`src/rtl/core/i2cm_pkg.sv`:
```
`timescale 1ns / 1ps
// Shared types and constants of the I2C master bit engine.
// No dependencies; the front, queue, back and top level take names from here.
package i2cm_pkg;

  localparam int unsigned PHASE_TIMER_BITS_DEF = 16;
  localparam int unsigned QUEUE_DEPTH_DEF      = 4;
  localparam int unsigned PHASE_TICKS_BITS     = 16;
  localparam int unsigned CFG_INDEX_BITS       = 2;
  localparam int unsigned CFG_DATA_BITS        = 16;

  localparam logic [15:0] PHASE_TICKS_RST = 16'd5;
  localparam logic [7:0]  ACK_TIMEOUT_RST = 8'd250;
  localparam logic [6:0]  DEV_ADDR_RST    = 7'd0;
  localparam logic [3:0]  BITS_PER_BYTE   = 4'd8;

  typedef enum logic [2:0] {
    CMD_NONE      = 3'd0,
    CMD_START     = 3'd1,
    CMD_STOP      = 3'd2,
    CMD_WRITE     = 3'd3,
    CMD_ADDR_WR   = 3'd4,
    CMD_ADDR_RD   = 3'd5,
    CMD_READ_ACK  = 3'd6,
    CMD_READ_NACK = 3'd7
  } cmd_t;

  typedef enum logic [5:0] {
    PH_IDLE        = 6'd0,
    PH_ST_SDA_HI   = 6'd1,
    PH_ST_SCL_HI   = 6'd2,
    PH_ST_SDA_LO   = 6'd3,
    PH_ST_SCL_LO   = 6'd4,
    PH_SP_SCL_LO   = 6'd5,
    PH_SP_SDA_LO   = 6'd6,
    PH_SP_SCL_HI   = 6'd7,
    PH_SP_SDA_HI   = 6'd8,
    PH_WR_PREP     = 6'd9,
    PH_WR_BIT      = 6'd10,
    PH_WR_SCL_HI   = 6'd11,
    PH_WR_SCL_LO   = 6'd12,
    PH_WR_ACK_POLL = 6'd13,
    PH_WR_ACK_END  = 6'd14,
    PH_RD_RELEASE  = 6'd15,
    PH_RD_SCL_LO   = 6'd16,
    PH_RD_SCL_HI   = 6'd17,
    PH_RD_NEXT     = 6'd18,
    PH_RD_PREP     = 6'd19,
    PH_RD_ACK_BIT  = 6'd20,
    PH_RD_ACK_HI   = 6'd21,
    PH_RD_ACK_LO   = 6'd22
  } phase_t;

  typedef enum logic [1:0] {
    REG_PHASE_TICKS    = 2'd0,
    REG_ACK_TIMEOUT    = 2'd1,
    REG_DEVICE_ADDRESS = 2'd2
  } cfg_reg_t;

  typedef struct packed {
    logic [15:0] phase_ticks;
    logic [7:0]  ack_timeout;
    logic [6:0]  device_address;
  } cfg_t;

  // One classified tick as it travels from the front to the back.
  typedef struct packed {
    logic        start;
    cmd_t        cmd;
    phase_t      first_phase;
    logic        load;
    logic [7:0]  load_byte;
    logic        clear_nack;
    logic        sda;
  } tick_t;

endpackage

```
`src/rtl/core/i2cm_if.sv`:
```
`timescale 1ns / 1ps
// Valid/ready channels of the I2C master bit engine: tick input, result output
// and configuration writes. Depends on nothing.
interface i2cm_in_if;
  logic       valid;
  logic       ready;
  logic [2:0] command;
  logic [7:0] data_byte;
  logic       sda_in;
  modport source (output valid, command, data_byte, sda_in, input ready);
  modport sink   (input valid, command, data_byte, sda_in, output ready);
endinterface

interface i2cm_out_if;
  logic       valid;
  logic       ready;
  logic       scl;
  logic       sda_drive;
  logic       sda_level;
  logic       busy_res;
  logic       done_res;
  logic [7:0] read_data;
  logic       ack_missing;
  modport source (output valid, scl, sda_drive, sda_level, busy_res, done_res,
                  read_data, ack_missing, input ready);
  modport sink   (input valid, scl, sda_drive, sda_level, busy_res, done_res,
                  read_data, ack_missing, output ready);
endinterface

interface i2cm_cfg_if;
  logic        valid;
  logic        ready;
  logic [1:0]  reg_index;
  logic [15:0] wdata;
  modport source (output valid, reg_index, wdata, input ready);
  modport sink   (input valid, reg_index, wdata, output ready);
endinterface

```
`src/rtl/core/i2cm_front.sv`:
```
`timescale 1ns / 1ps
// Front of the bit engine: accepts ticks and decodes the command into a
// tick_t entry for the queue. Depends on i2cm_pkg and i2cm_if.
module i2cm_front (
  i2cm_in_if.sink            item,
  input  logic [6:0]         device_address,
  input  logic               push_ready,
  output logic               push,
  output i2cm_pkg::tick_t    push_data
);

  i2cm_pkg::cmd_t cmd;

  assign cmd        = i2cm_pkg::cmd_t'(item.command);
  assign item.ready = push_ready;
  assign push       = item.valid && push_ready;

  always_comb begin
    push_data             = '0;
    push_data.cmd         = cmd;
    push_data.sda         = item.sda_in;
    push_data.start       = 1'b1;
    push_data.first_phase = i2cm_pkg::PH_IDLE;
    unique case (cmd)
      i2cm_pkg::CMD_NONE: begin
        push_data.start = 1'b0;
      end
      i2cm_pkg::CMD_START: begin
        push_data.first_phase = i2cm_pkg::PH_ST_SDA_HI;
      end
      i2cm_pkg::CMD_STOP: begin
        push_data.first_phase = i2cm_pkg::PH_SP_SCL_LO;
      end
      i2cm_pkg::CMD_WRITE: begin
        push_data.first_phase = i2cm_pkg::PH_WR_PREP;
        push_data.load        = 1'b1;
        push_data.load_byte   = item.data_byte;
        push_data.clear_nack  = 1'b1;
      end
      i2cm_pkg::CMD_ADDR_WR, i2cm_pkg::CMD_ADDR_RD: begin
        push_data.first_phase = i2cm_pkg::PH_WR_PREP;
        push_data.load        = 1'b1;
        push_data.load_byte   = {device_address, cmd == i2cm_pkg::CMD_ADDR_RD};
        push_data.clear_nack  = 1'b1;
      end
      default: begin
        // read with ACK or NACK: shift register starts empty
        push_data.first_phase = i2cm_pkg::PH_RD_RELEASE;
        push_data.load        = 1'b1;
        push_data.load_byte   = 8'd0;
      end
    endcase
  end

endmodule

```
`src/rtl/core/i2cm_queue.sv`:
```
`timescale 1ns / 1ps
// Short FIFO of decoded ticks between front and back.
// Depends on i2cm_pkg for the entry type.
module i2cm_queue #(
  parameter int unsigned DEPTH = i2cm_pkg::QUEUE_DEPTH_DEF
) (
  input  logic                         clk,
  input  logic                         rst,
  input  logic                         push,
  input  i2cm_pkg::tick_t              push_data,
  output logic                         push_ready,
  input  logic                         pop,
  output logic                         pop_valid,
  output i2cm_pkg::tick_t              pop_data,
  output logic [$clog2(DEPTH+1)-1:0]   count
);

  localparam int unsigned PTR_W = (DEPTH > 1) ? $clog2(DEPTH) : 1;
  localparam int unsigned CNT_W = $clog2(DEPTH+1);
  localparam logic [PTR_W-1:0] LAST = PTR_W'(DEPTH - 1);

  i2cm_pkg::tick_t   entries [DEPTH];
  logic [PTR_W-1:0]  wr_ptr;
  logic [PTR_W-1:0]  rd_ptr;
  logic              do_push;
  logic              do_pop;

  assign push_ready = count != CNT_W'(DEPTH);
  assign pop_valid  = count != '0;
  assign pop_data   = entries[rd_ptr];
  assign do_push    = push && push_ready;
  assign do_pop     = pop && pop_valid;

  always_ff @(posedge clk) begin
    if (rst) begin
      wr_ptr <= '0;
      rd_ptr <= '0;
      count  <= '0;
    end else begin
      if (do_push) begin
        wr_ptr <= (wr_ptr == LAST) ? '0 : wr_ptr + 1'b1;
      end
      if (do_pop) begin
        rd_ptr <= (rd_ptr == LAST) ? '0 : rd_ptr + 1'b1;
      end
      if (do_push && !do_pop) begin
        count <= count + 1'b1;
      end else if (do_pop && !do_push) begin
        count <= count - 1'b1;
      end
    end
  end

  always_ff @(posedge clk) begin
    if (do_push) begin
      entries[wr_ptr] <= push_data;
    end
  end

endmodule

```
`src/rtl/core/i2cm_back.sv`:
```
`timescale 1ns / 1ps
// Back of the bit engine: bus phase sequencer, one tick per step, and the
// result register. Depends on i2cm_pkg and i2cm_if.
module i2cm_back #(
  parameter int unsigned PHASE_TIMER_BITS = i2cm_pkg::PHASE_TIMER_BITS_DEF
) (
  input  logic               clk,
  input  logic               rst,
  input  i2cm_pkg::cfg_t     cfg,
  input  logic               tick_valid,
  input  i2cm_pkg::tick_t    tick,
  output logic               tick_pop,
  i2cm_out_if.source         result
);

  localparam int unsigned B = PHASE_TIMER_BITS;
  localparam int unsigned W = (B > i2cm_pkg::PHASE_TICKS_BITS) ? B : i2cm_pkg::PHASE_TICKS_BITS;
  localparam logic [W-1:0] TMAX = W'({B{1'b1}});

  i2cm_pkg::phase_t step, step_next, nx, enter_ph;
  i2cm_pkg::cmd_t   op, op_next;
  logic [B-1:0] timer, timer_next, tdec, load_val;
  logic [W-1:0] p_ext;
  logic [7:0]   shift, shift_next, rx, rx_next, retry, retry_next;
  logic [3:0]   bidx, bidx_next;
  logic         scl_r, scl_next, drv, drv_next, lvl, lvl_next, nack, nack_next;
  logic         done_next, enter_en;

  assign tick_pop = tick_valid && (!result.valid || result.ready);

  // Phase length: zero counts as one, long values clip to the timer range.
  assign p_ext    = W'(cfg.phase_ticks);
  assign load_val = (p_ext == '0) ? B'(1) : ((p_ext > TMAX) ? B'(TMAX) : B'(p_ext));

  always_ff @(posedge clk) begin
    if (rst) begin
      step  <= i2cm_pkg::PH_IDLE;
      timer <= '0;
      op    <= i2cm_pkg::CMD_NONE;
      shift <= '0;
      bidx  <= '0;
      retry <= '0;
      scl_r <= 1'b1;
      drv   <= 1'b1;
      lvl   <= 1'b1;
      rx    <= '0;
      nack  <= 1'b0;
    end else if (tick_pop) begin
      step  <= step_next;
      timer <= timer_next;
      op    <= op_next;
      shift <= shift_next;
      bidx  <= bidx_next;
      retry <= retry_next;
      scl_r <= scl_next;
      drv   <= drv_next;
      lvl   <= lvl_next;
      rx    <= rx_next;
      nack  <= nack_next;
    end
  end

  always_comb begin
    step_next  = step;
    timer_next = timer;
    op_next    = op;
    shift_next = shift;
    bidx_next  = bidx;
    retry_next = retry;
    scl_next   = scl_r;
    drv_next   = drv;
    lvl_next   = lvl;
    rx_next    = rx;
    nack_next  = nack;
    done_next  = 1'b0;
    enter_en   = 1'b0;
    enter_ph   = i2cm_pkg::PH_IDLE;
    nx         = i2cm_pkg::PH_IDLE;
    tdec       = (timer != '0) ? timer - B'(1) : '0;

    if (step == i2cm_pkg::PH_IDLE) begin
      if (tick.start) begin
        op_next    = tick.cmd;
        bidx_next  = '0;
        retry_next = '0;
        if (tick.load) begin
          shift_next = tick.load_byte;
        end
        if (tick.clear_nack) begin
          nack_next = 1'b0;
        end
        enter_en = 1'b1;
        enter_ph = tick.first_phase;
      end
    end else begin
      timer_next = tdec;
      if (tdec == '0) begin
        unique case (step)
          i2cm_pkg::PH_ST_SDA_HI:  nx = i2cm_pkg::PH_ST_SCL_HI;
          i2cm_pkg::PH_ST_SCL_HI:  nx = i2cm_pkg::PH_ST_SDA_LO;
          i2cm_pkg::PH_ST_SDA_LO:  nx = i2cm_pkg::PH_ST_SCL_LO;
          i2cm_pkg::PH_SP_SCL_LO:  nx = i2cm_pkg::PH_SP_SDA_LO;
          i2cm_pkg::PH_SP_SDA_LO:  nx = i2cm_pkg::PH_SP_SCL_HI;
          i2cm_pkg::PH_SP_SCL_HI:  nx = i2cm_pkg::PH_SP_SDA_HI;
          i2cm_pkg::PH_WR_PREP:    nx = i2cm_pkg::PH_WR_BIT;
          i2cm_pkg::PH_WR_BIT: begin
            shift_next = {shift[6:0], 1'b0};
            nx         = i2cm_pkg::PH_WR_SCL_HI;
          end
          i2cm_pkg::PH_WR_SCL_HI:  nx = i2cm_pkg::PH_WR_SCL_LO;
          i2cm_pkg::PH_WR_SCL_LO: begin
            bidx_next = bidx + 4'd1;
            nx = (bidx_next < i2cm_pkg::BITS_PER_BYTE) ? i2cm_pkg::PH_WR_BIT
                                                       : i2cm_pkg::PH_WR_ACK_POLL;
          end
          i2cm_pkg::PH_WR_ACK_POLL: begin
            if (!tick.sda) begin
              nx = i2cm_pkg::PH_WR_ACK_END;
            end else if (retry >= cfg.ack_timeout) begin
              nack_next = 1'b1;
              nx        = i2cm_pkg::PH_SP_SCL_LO;
            end else begin
              retry_next = retry + 8'd1;
              nx         = i2cm_pkg::PH_WR_ACK_POLL;
            end
          end
          i2cm_pkg::PH_RD_RELEASE: nx = i2cm_pkg::PH_RD_SCL_LO;
          i2cm_pkg::PH_RD_SCL_LO:  nx = i2cm_pkg::PH_RD_SCL_HI;
          i2cm_pkg::PH_RD_SCL_HI: begin
            shift_next = {shift[6:0], tick.sda};
            nx         = i2cm_pkg::PH_RD_NEXT;
          end
          i2cm_pkg::PH_RD_NEXT: begin
            bidx_next = bidx + 4'd1;
            if (bidx_next < i2cm_pkg::BITS_PER_BYTE) begin
              nx = i2cm_pkg::PH_RD_SCL_LO;
            end else begin
              rx_next = shift;
              nx      = i2cm_pkg::PH_RD_PREP;
            end
          end
          i2cm_pkg::PH_RD_PREP:    nx = i2cm_pkg::PH_RD_ACK_BIT;
          i2cm_pkg::PH_RD_ACK_BIT: nx = i2cm_pkg::PH_RD_ACK_HI;
          i2cm_pkg::PH_RD_ACK_HI:  nx = i2cm_pkg::PH_RD_ACK_LO;
          default:                 nx = i2cm_pkg::PH_IDLE;
        endcase
        if (nx == i2cm_pkg::PH_IDLE) begin
          step_next = i2cm_pkg::PH_IDLE;
          done_next = 1'b1;
        end else begin
          enter_en = 1'b1;
          enter_ph = nx;
        end
      end
    end

    // Entering a phase sets its pins and restarts the phase timer.
    if (enter_en) begin
      step_next  = enter_ph;
      timer_next = load_val;
      unique case (enter_ph) inside
        i2cm_pkg::PH_ST_SDA_HI, i2cm_pkg::PH_SP_SDA_HI: begin
          drv_next = 1'b1;
          lvl_next = 1'b1;
        end
        i2cm_pkg::PH_ST_SDA_LO, i2cm_pkg::PH_SP_SDA_LO: begin
          drv_next = 1'b1;
          lvl_next = 1'b0;
        end
        i2cm_pkg::PH_ST_SCL_HI, i2cm_pkg::PH_SP_SCL_HI, i2cm_pkg::PH_WR_SCL_HI,
        i2cm_pkg::PH_RD_SCL_HI, i2cm_pkg::PH_RD_ACK_HI: begin
          scl_next = 1'b1;
        end
        i2cm_pkg::PH_ST_SCL_LO, i2cm_pkg::PH_SP_SCL_LO, i2cm_pkg::PH_WR_SCL_LO,
        i2cm_pkg::PH_WR_ACK_END, i2cm_pkg::PH_RD_SCL_LO, i2cm_pkg::PH_RD_ACK_LO: begin
          scl_next = 1'b0;
        end
        i2cm_pkg::PH_WR_PREP, i2cm_pkg::PH_RD_PREP: begin
          scl_next = 1'b0;
          drv_next = 1'b1;
        end
        i2cm_pkg::PH_WR_BIT: begin
          drv_next = 1'b1;
          lvl_next = shift_next[7];
        end
        i2cm_pkg::PH_WR_ACK_POLL: begin
          drv_next = 1'b0;
          lvl_next = 1'b1;
          scl_next = 1'b1;
        end
        i2cm_pkg::PH_RD_RELEASE: begin
          drv_next = 1'b0;
          lvl_next = 1'b1;
        end
        i2cm_pkg::PH_RD_ACK_BIT: begin
          drv_next = 1'b1;
          lvl_next = op_next == i2cm_pkg::CMD_READ_NACK;
        end
        default: begin
        end
      endcase
    end
  end

  // Result register: load on every executed tick, hold while stalled.
  always_ff @(posedge clk) begin
    if (rst) begin
      result.valid <= 1'b0;
    end else if (tick_pop) begin
      result.valid <= 1'b1;
    end else if (result.ready) begin
      result.valid <= 1'b0;
    end
  end

  always_ff @(posedge clk) begin
    if (tick_pop) begin
      result.scl         <= scl_next;
      result.sda_drive   <= drv_next;
      result.sda_level   <= drv_next && lvl_next;
      result.busy_res    <= step_next != i2cm_pkg::PH_IDLE;
      result.done_res    <= done_next;
      result.read_data   <= rx_next;
      result.ack_missing <= nack_next;
    end
  end

endmodule

```
`src/rtl/core/i2c_master_bit_engine.sv`:
```
`timescale 1ns / 1ps
// Top level of the I2C master bit engine (seven-bit addressing).
// Depends on i2cm_pkg, i2cm_if, i2cm_front, i2cm_queue and i2cm_back.
//
// Each beat on the item channel is one bus timing tick: it carries a command,
// a byte to send and the sampled SDA level, and it yields exactly one beat on
// the result channel with the SCL/SDA drive state, busy, a done pulse, the last
// received byte and the ACK-missing flag. Commands (start, stop, write byte,
// address for write or read, read with ACK or NACK) are taken only on a tick
// that finds the engine idle, and are ignored otherwise. Every bus phase lasts
// phase_ticks ticks (zero counts as one); a write polls ACK once per phase and
// after ack_timeout plus one failed polls runs the stop sequence and raises
// ack_missing. The engine sustains one tick per clock while the result channel
// keeps up: the front decodes a beat into a four-entry queue and the back phase
// sequencer retires one queue entry per cycle, when its result slot is free,
// into its result register. An accepted item beat passes through the queue
// register and then the result register before its result beat is offered.
// Back-pressure on the result channel fills the queue, and the item channel
// stalls only once the queue is full. Configuration writes are always taken
// and belong in idle periods with no beats in flight.
module i2c_master_bit_engine #(
  parameter int unsigned PHASE_TIMER_BITS = i2cm_pkg::PHASE_TIMER_BITS_DEF,
  parameter int unsigned QUEUE_DEPTH      = i2cm_pkg::QUEUE_DEPTH_DEF
) (
  input  logic        clk,
  input  logic        rst,
  i2cm_cfg_if.sink    cfg,
  i2cm_in_if.sink     item,
  i2cm_out_if.source  result
);

  localparam int unsigned CNT_W = $clog2(QUEUE_DEPTH + 1);

  i2cm_pkg::cfg_t   cfg_reg;
  i2cm_pkg::tick_t  push_data;
  i2cm_pkg::tick_t  pop_data;
  logic             push;
  logic             push_ready;
  logic             pop;
  logic             pop_valid;
  logic [CNT_W-1:0] q_count;

  // Configuration registers: always ready, unknown indexes drop the beat.
  assign cfg.ready = 1'b1;

  always_ff @(posedge clk) begin
    if (rst) begin
      cfg_reg.phase_ticks    <= i2cm_pkg::PHASE_TICKS_RST;
      cfg_reg.ack_timeout    <= i2cm_pkg::ACK_TIMEOUT_RST;
      cfg_reg.device_address <= i2cm_pkg::DEV_ADDR_RST;
    end else if (cfg.valid) begin
      case (i2cm_pkg::cfg_reg_t'(cfg.reg_index))
        i2cm_pkg::REG_PHASE_TICKS:    cfg_reg.phase_ticks    <= cfg.wdata;
        i2cm_pkg::REG_ACK_TIMEOUT:    cfg_reg.ack_timeout    <= cfg.wdata[7:0];
        i2cm_pkg::REG_DEVICE_ADDRESS: cfg_reg.device_address <= cfg.wdata[6:0];
        default: begin
        end
      endcase
    end
  end

  // Front: accept and classify ticks.
  i2cm_front u_front (
    .item           (item),
    .device_address (cfg_reg.device_address),
    .push_ready     (push_ready),
    .push           (push),
    .push_data      (push_data)
  );

  // Decoupling queue between the decoder and the sequencer.
  i2cm_queue #(
    .DEPTH (QUEUE_DEPTH)
  ) u_queue (
    .clk        (clk),
    .rst        (rst),
    .push       (push),
    .push_data  (push_data),
    .push_ready (push_ready),
    .pop        (pop),
    .pop_valid  (pop_valid),
    .pop_data   (pop_data),
    .count      (q_count)
  );

  // Back: phase sequencer and result register.
  i2cm_back #(
    .PHASE_TIMER_BITS (PHASE_TIMER_BITS)
  ) u_back (
    .clk        (clk),
    .rst        (rst),
    .cfg        (cfg_reg),
    .tick_valid (pop_valid),
    .tick       (pop_data),
    .tick_pop   (pop),
    .result     (result)
  );

  // A sequence that just finished cannot still report busy.
  a_done_not_busy: assert property (@(posedge clk) disable iff (rst)
    result.valid && result.done_res |-> !result.busy_res)
    else $error("done pulse while busy");

  // A released SDA line always reports sda_level low.
  a_release_level: assert property (@(posedge clk) disable iff (rst)
    result.valid && !result.sda_drive |-> !result.sda_level)
    else $error("sda level shown while released");

  // The front only takes a beat when the queue has room.
  a_no_overflow: assert property (@(posedge clk) disable iff (rst)
    item.valid && item.ready |-> q_count < CNT_W'(QUEUE_DEPTH))
    else $error("beat accepted into full queue");

  // Queue entries drain into the sequencer whenever the result slot is free.
  a_drain: assert property (@(posedge clk) disable iff (rst)
    pop_valid && !result.valid |-> pop)
    else $error("queue stalled with free result slot");

endmodule
```
`src/flat_wrapper.sv`:
```
// flat-port wrapper written by rule: the top's interface ports become plain ports
module i2c_master_bit_engine_flat 
#(
  parameter int unsigned PHASE_TIMER_BITS = i2cm_pkg::PHASE_TIMER_BITS_DEF,
  parameter int unsigned QUEUE_DEPTH      = i2cm_pkg::QUEUE_DEPTH_DEF
)
  (clk, rst, cfg_valid, cfg_reg_index, cfg_wdata, cfg_ready, item_valid, item_command, item_data_byte, item_sda_in, item_ready, result_valid, result_scl, result_sda_drive, result_sda_level, result_busy_res, result_done_res, result_read_data, result_ack_missing, result_ready);
  i2cm_cfg_if cfg_i ();
  i2cm_in_if item_i ();
  i2cm_out_if result_i ();
  input  logic clk;
  input  logic rst;
  input wire logic [$bits(cfg_i.valid)-1:0] cfg_valid;
  input wire logic [$bits(cfg_i.reg_index)-1:0] cfg_reg_index;
  input wire logic [$bits(cfg_i.wdata)-1:0] cfg_wdata;
  output wire logic [$bits(cfg_i.ready)-1:0] cfg_ready;
  input wire logic [$bits(item_i.valid)-1:0] item_valid;
  input wire logic [$bits(item_i.command)-1:0] item_command;
  input wire logic [$bits(item_i.data_byte)-1:0] item_data_byte;
  input wire logic [$bits(item_i.sda_in)-1:0] item_sda_in;
  output wire logic [$bits(item_i.ready)-1:0] item_ready;
  output wire logic [$bits(result_i.valid)-1:0] result_valid;
  output wire logic [$bits(result_i.scl)-1:0] result_scl;
  output wire logic [$bits(result_i.sda_drive)-1:0] result_sda_drive;
  output wire logic [$bits(result_i.sda_level)-1:0] result_sda_level;
  output wire logic [$bits(result_i.busy_res)-1:0] result_busy_res;
  output wire logic [$bits(result_i.done_res)-1:0] result_done_res;
  output wire logic [$bits(result_i.read_data)-1:0] result_read_data;
  output wire logic [$bits(result_i.ack_missing)-1:0] result_ack_missing;
  input wire logic [$bits(result_i.ready)-1:0] result_ready;
  assign cfg_i.valid = cfg_valid;
  assign cfg_i.reg_index = cfg_reg_index;
  assign cfg_i.wdata = cfg_wdata;
  assign cfg_ready = cfg_i.ready;
  assign item_i.valid = item_valid;
  assign item_i.command = item_command;
  assign item_i.data_byte = item_data_byte;
  assign item_i.sda_in = item_sda_in;
  assign item_ready = item_i.ready;
  assign result_valid = result_i.valid;
  assign result_scl = result_i.scl;
  assign result_sda_drive = result_i.sda_drive;
  assign result_sda_level = result_i.sda_level;
  assign result_busy_res = result_i.busy_res;
  assign result_done_res = result_i.done_res;
  assign result_read_data = result_i.read_data;
  assign result_ack_missing = result_i.ack_missing;
  assign result_i.ready = result_ready;
  i2c_master_bit_engine #(.PHASE_TIMER_BITS(PHASE_TIMER_BITS), .QUEUE_DEPTH(QUEUE_DEPTH)) u_core (.clk(clk), .rst(rst), .cfg(cfg_i), .item(item_i), .result(result_i));
endmodule
```
`config.mk`:
```
export PLATFORM = sky130hd
export DESIGN_NAME = i2c_master_bit_engine_flat
export DESIGN_NICKNAME = d
export VERILOG_FILES = /design/src/rtl/core/i2cm_pkg.sv /design/src/rtl/core/i2cm_if.sv /design/src/rtl/core/i2cm_front.sv /design/src/rtl/core/i2cm_queue.sv /design/src/rtl/core/i2cm_back.sv /design/src/rtl/core/i2c_master_bit_engine.sv /design/src/flat_wrapper.sv
export SDC_FILE = /design/constraint.sdc
export NUM_CORES = 1
export LEC_CHECK = 0
export BUFFER_PORTS_ARGS = -buffer_cell sky130_fd_sc_hd__buf_2
export CORE_ASPECT_RATIO = 1.2
export CORE_UTILIZATION = 60
export DETAILED_ROUTE_END_ITERATION = 7
export PLACE_DENSITY = 0.79
export SLEW_MARGIN = 20
export SYNTH_ARGS = -nofsm -noshare
export SYNTH_HDL_FRONTEND = slang
export SYNTH_SLANG_ARGS = --single-unit
```
`constraint.sdc`:
```
create_clock -name clk -period 5.6 [get_ports clk]
set_input_delay 1.12 -clock clk [delete_from_list [all_inputs] [get_ports clk]]
set_output_delay 1.12 -clock clk [all_outputs]
set_load 0.005 [all_outputs]
```
==> insert_results.sql <==
INSERT INTO impl_metrics (metric_group, metric, value, unit) VALUES
('status', 'status', 'completed', ''),
('synth', 'asyncSetResetFlopFracSynth', '0', '%'),
('global_route', 'groute.usage.overall', '28.23', '%'),
('setup_path', 'cp_data_arrival_time', '4310', 'ps'),
('synth', 'synth_largest_area_cell', 'edfxtp_1', ''),
('global_route', 'maximum_number_of_pins_on_one_net_before_global_route_repair', '65', ''),
('pwr', 'vdd_ir_drop_max', '0.2561', 'mV'),
('timing', 'worstMarginPinSlew', '1006', 'ps'),
('cts', 'clockBufferDepth', '2', ''),
('timing', 'finalSetupViolations', '0', ''),
('cts', 'tritoncts_clock_tree', 'yes', ''),
('setup_path', 'worstSetupStartpointType', 'flop', ''),
('floorplan', 'fp.dieArea', '15530', 'um2'),
('synth', 'synth_simple_gate_area_share', '18.29', '%'),
('cts', 'htree_levels', '4', ''),
('routing', 'drtPass1Iterations', '6', ''),
('floorplan', 'chipHeight', '136.3', 'um'),
('routing', 'routed-via-count', '6983', ''),
('worst_hold_path', 'hold_path_class', 'flop to flop', ''),
('synth', 'synth.yosys.seq_area_share', '50.39', '%'),
('synth', 'synth-edff-count', '86', ''),
('floorplan', 'row_count', '48', ''),
('final_layout', 'finish.net_count', '962', ''),
('routing', 'drt_drc_violations_left', '0', ''),
('synth', 'synth_fa_ha_area_share', '2.719', '%'),
('routing', 'wirelength', '20690', 'um'),
('timing', 'min_period_over_period', '73.79', '%'),
('synth', 'synthMuxAreaShare', '7.506', '%'),
('timing', 'timing.final.hold_violations', '0', ''),
('routing', 'avgRoutedWirePerCell', '18.46', 'um'),
('global_route', 'grt_first_pass_wirelength', '33640', 'um'),
('synth', 'synth_top_area_share', '28.63', '%'),
('timing', 'unrepaired_setup_endpoints_after_global_routing', 'no', ''),
('final_layout', 'filler_cell_count', '1122', ''),
('timing', 'number_of_max_slew_violations_in_the_final_report', '0', ''),
('cts', 'post_cts_hold_buffer_count', '0', ''),
('cts', 'clk_pin_slew_worst_paths', '70', 'ps'),
('synth', 'synth_compound_gate_area_share', '15.66', '%'),
('placed_design', 'gpl.final_weighted_congestion', '0.9071', ''),
('synth', 'avgSynthCellArea', '10.28', 'um2'),
('final_layout', 'area.sequential', '4544', 'um2'),
('synth', 'synth_area', '9019', 'um2'),
('timing', 'fin_tns_setup', '0', 'ps'),
('cts', 'clock_insertion_delay_at_the_later_pin_of_the_skew_report', '440', 'ps'),
('synth', 'synth_area_leaders', 'edfxtp_1 29%, dfxtp_1 22%, mux4_2 4.5%, nand2_1 4.1%, nor2_1 3.8%', ''),
('final_layout', 'final_util', '68.60', '%'),
('timing', 'max_clock_freq', '0.2420', 'GHz'),
('placed_design', 'dp.final_hpwl', '14090', 'um'),
('synth', 'ys_seq_elements', '184', ''),
('cts', 'clock_sinks', '184', ''),
('final_layout', 'syn_to_final_growth', '10.54', '%'),
('cts', 'num_cts_buffers', '17', ''),
('timing', 'relSlewSlack', '32.80', '%'),
('pwr', 'static-leakage-power', '3.796', 'nW'),
('pwr', 'power_density', '572.3', 'nW/um2'),
('setup_path', 'endpoint_kind', 'flop', ''),
('synth', 'post_synth_xor_xnor_area', '2.206', '%'),
('synth', 'synth_top_family_by_area', 'simple AND/OR/NAND/NOR gates', ''),
('setup_path', 'timing.setup.critical_path_class', 'flop to flop', ''),
('timing', 'minimum_period_implied_by_the_final_worst_setup_slack', '4132', 'ps'),
('placed_design', 'io_port_bufs', '50', ''),
('floorplan', 'pin_count', '52', ''),
('placed_design', 'post_dp_cell_area', '9393', 'um2'),
('final_layout', 'post_route_cells_drive_above_1_share', '15.64', '%'),
('setup_path', 'cp_max_fo', '18', ''),
('final_layout', 'num_antenna_cells', '0', ''),
('global_route', 'via_count_of_the_first_global_routing_pass', '6670', ''),
('timing', 'clk_skew', '9.817', 'ps'),
('global_route', 'global_route.overflow_total', '0', ''),
('global_route', 'grt_antenna_before_repair', '0', ''),
('final_layout', 'multiInputGateArea', '4187', 'um2');
-- where the power goes --
part | internal [mW] | total, mW | switching (mW)
clock | 0.639 | 1.16 | 0.518
sequential | 1.69 | 1.89 | 0.204
combinational | 0.989 | 2.65 | 1.66
total | 3.32 | 5.71 | 2.39
-- kinds of logic (layout without fill, tap and decap cells) --
logic type               count (synthesis)  after routing
AO/OA/AOI/OAI                          202            202
adder cells (fa/ha/maj)                 19             19
buffers and inverters                   71            115
multiplexers                            44             44
AND/OR/NAND/NOR                        335            335
XOR/XNOR                                21             21
other                                    1              1
flip-flops                             184            184
-- final timing paths --
| check | end | slack (ps) | cells past startpoint |
|---|---|---|---|
| max | u_core.u_back.result.sda_level$_DFFE_PP_ | 1470 | 10 |
| min | u_core.cfg_reg[9]$_SDFFE_PP0P_ | 460 | 2 |
| max reg2reg | u_core.u_back.result.sda_level$_DFFE_PP_ | 1470 | 10 |
| min reg2reg | u_core.cfg_reg[9]$_SDFFE_PP0P_ | 460 | 2 |
-- worst max-delay path: stages, from the launching register on --
cell,delay [ps]
dfxtp_1,320
buf_4,330
mux4_2,610
and3_1,380
nand2_1,200
clkinv_1,260
o311ai_2,950
nand3_1,220
o21a_1,240
o22a_1,210
a21boi_2,150
-- through the flow --
step           setup WS, ps  cells  power [mW]  hold slack, ps
3_3_place_gp           1624   1089       4.477           441.8
6_report               1468   1121       5.705           455.8
3_5_place_dp           1491   1089       4.522           449.6
2_1_floorplan          2161    877       3.898           436.3
4_1_cts                1472   1121       5.681           458.0
5_1_grt                1128   1121       6.074           481.9
-- per-layer routing --
layer,vias up,routed length (um),GRT usage [%]
li1,3316,-,-
met1,3360,8619,35.10
met2,265,10120,47.37
met3,42,1378,5.885
met4,0,567,12.63
met5,-,0,0
-- synth_stat cells (6+ instances only) --
master    number
clkbuf_1      34
a31oi_1        9
o21ai_0       37
or3_1          9
nor2_1        91
o211ai_1       6
a21oi_1       59
nand3_1       30
nor4_1         9
dfxtp_1       98
nand2b_1      20
and3_1         9
a211oi_1      14
xor2_1        12
mux2i_1       17
nand4_1        7
o211a_1        8
a22o_1         8
mux4_2        18
nand2_1       98
buf_2          8
xnor2_1        7
nor3_1        21
mux2_2         9
ha_1          18
inv_1         20
edfxtp_1      86
-- placed cells by master (no fill, tap or decap), types with 5 or more instances in the layout --
cell type / n
a211oi_1: 14
a21oi_1: 59
a22o_1: 8
a22oi_1: 5
a31oi_1: 9
and3_1: 9
and4_1: 5
buf_2: 50
buf_4: 10
clkbuf_16: 19
dfxtp_1: 98
edfxtp_1: 86
ha_1: 18
inv_1: 20
mux2_2: 9
mux2i_1: 17
mux4_2: 18
nand2_1: 98
nand2b_1: 20
nand3_1: 30
nand4_1: 7
nor2_1: 91
nor2b_1: 5
nor3_1: 21
nor4_1: 9
o211a_1: 8
o211ai_1: 6
o21ai_0: 37
or3_1: 9
or4_1: 5
xnor2_1: 7
xor2_1: 12
-- layout make-up --
type                    count  share of cell area [%]
multi-input cells         622                   41.99
flip-flops and latches    184                   45.58
inverters                  23                  0.8660
well taps                 200                   2.510
clock inverters            11                  0.8283
clock buffers              21                   4.957
repair buffers             60                   3.263
Note: power is estimated with default switching activity, not from simulation.
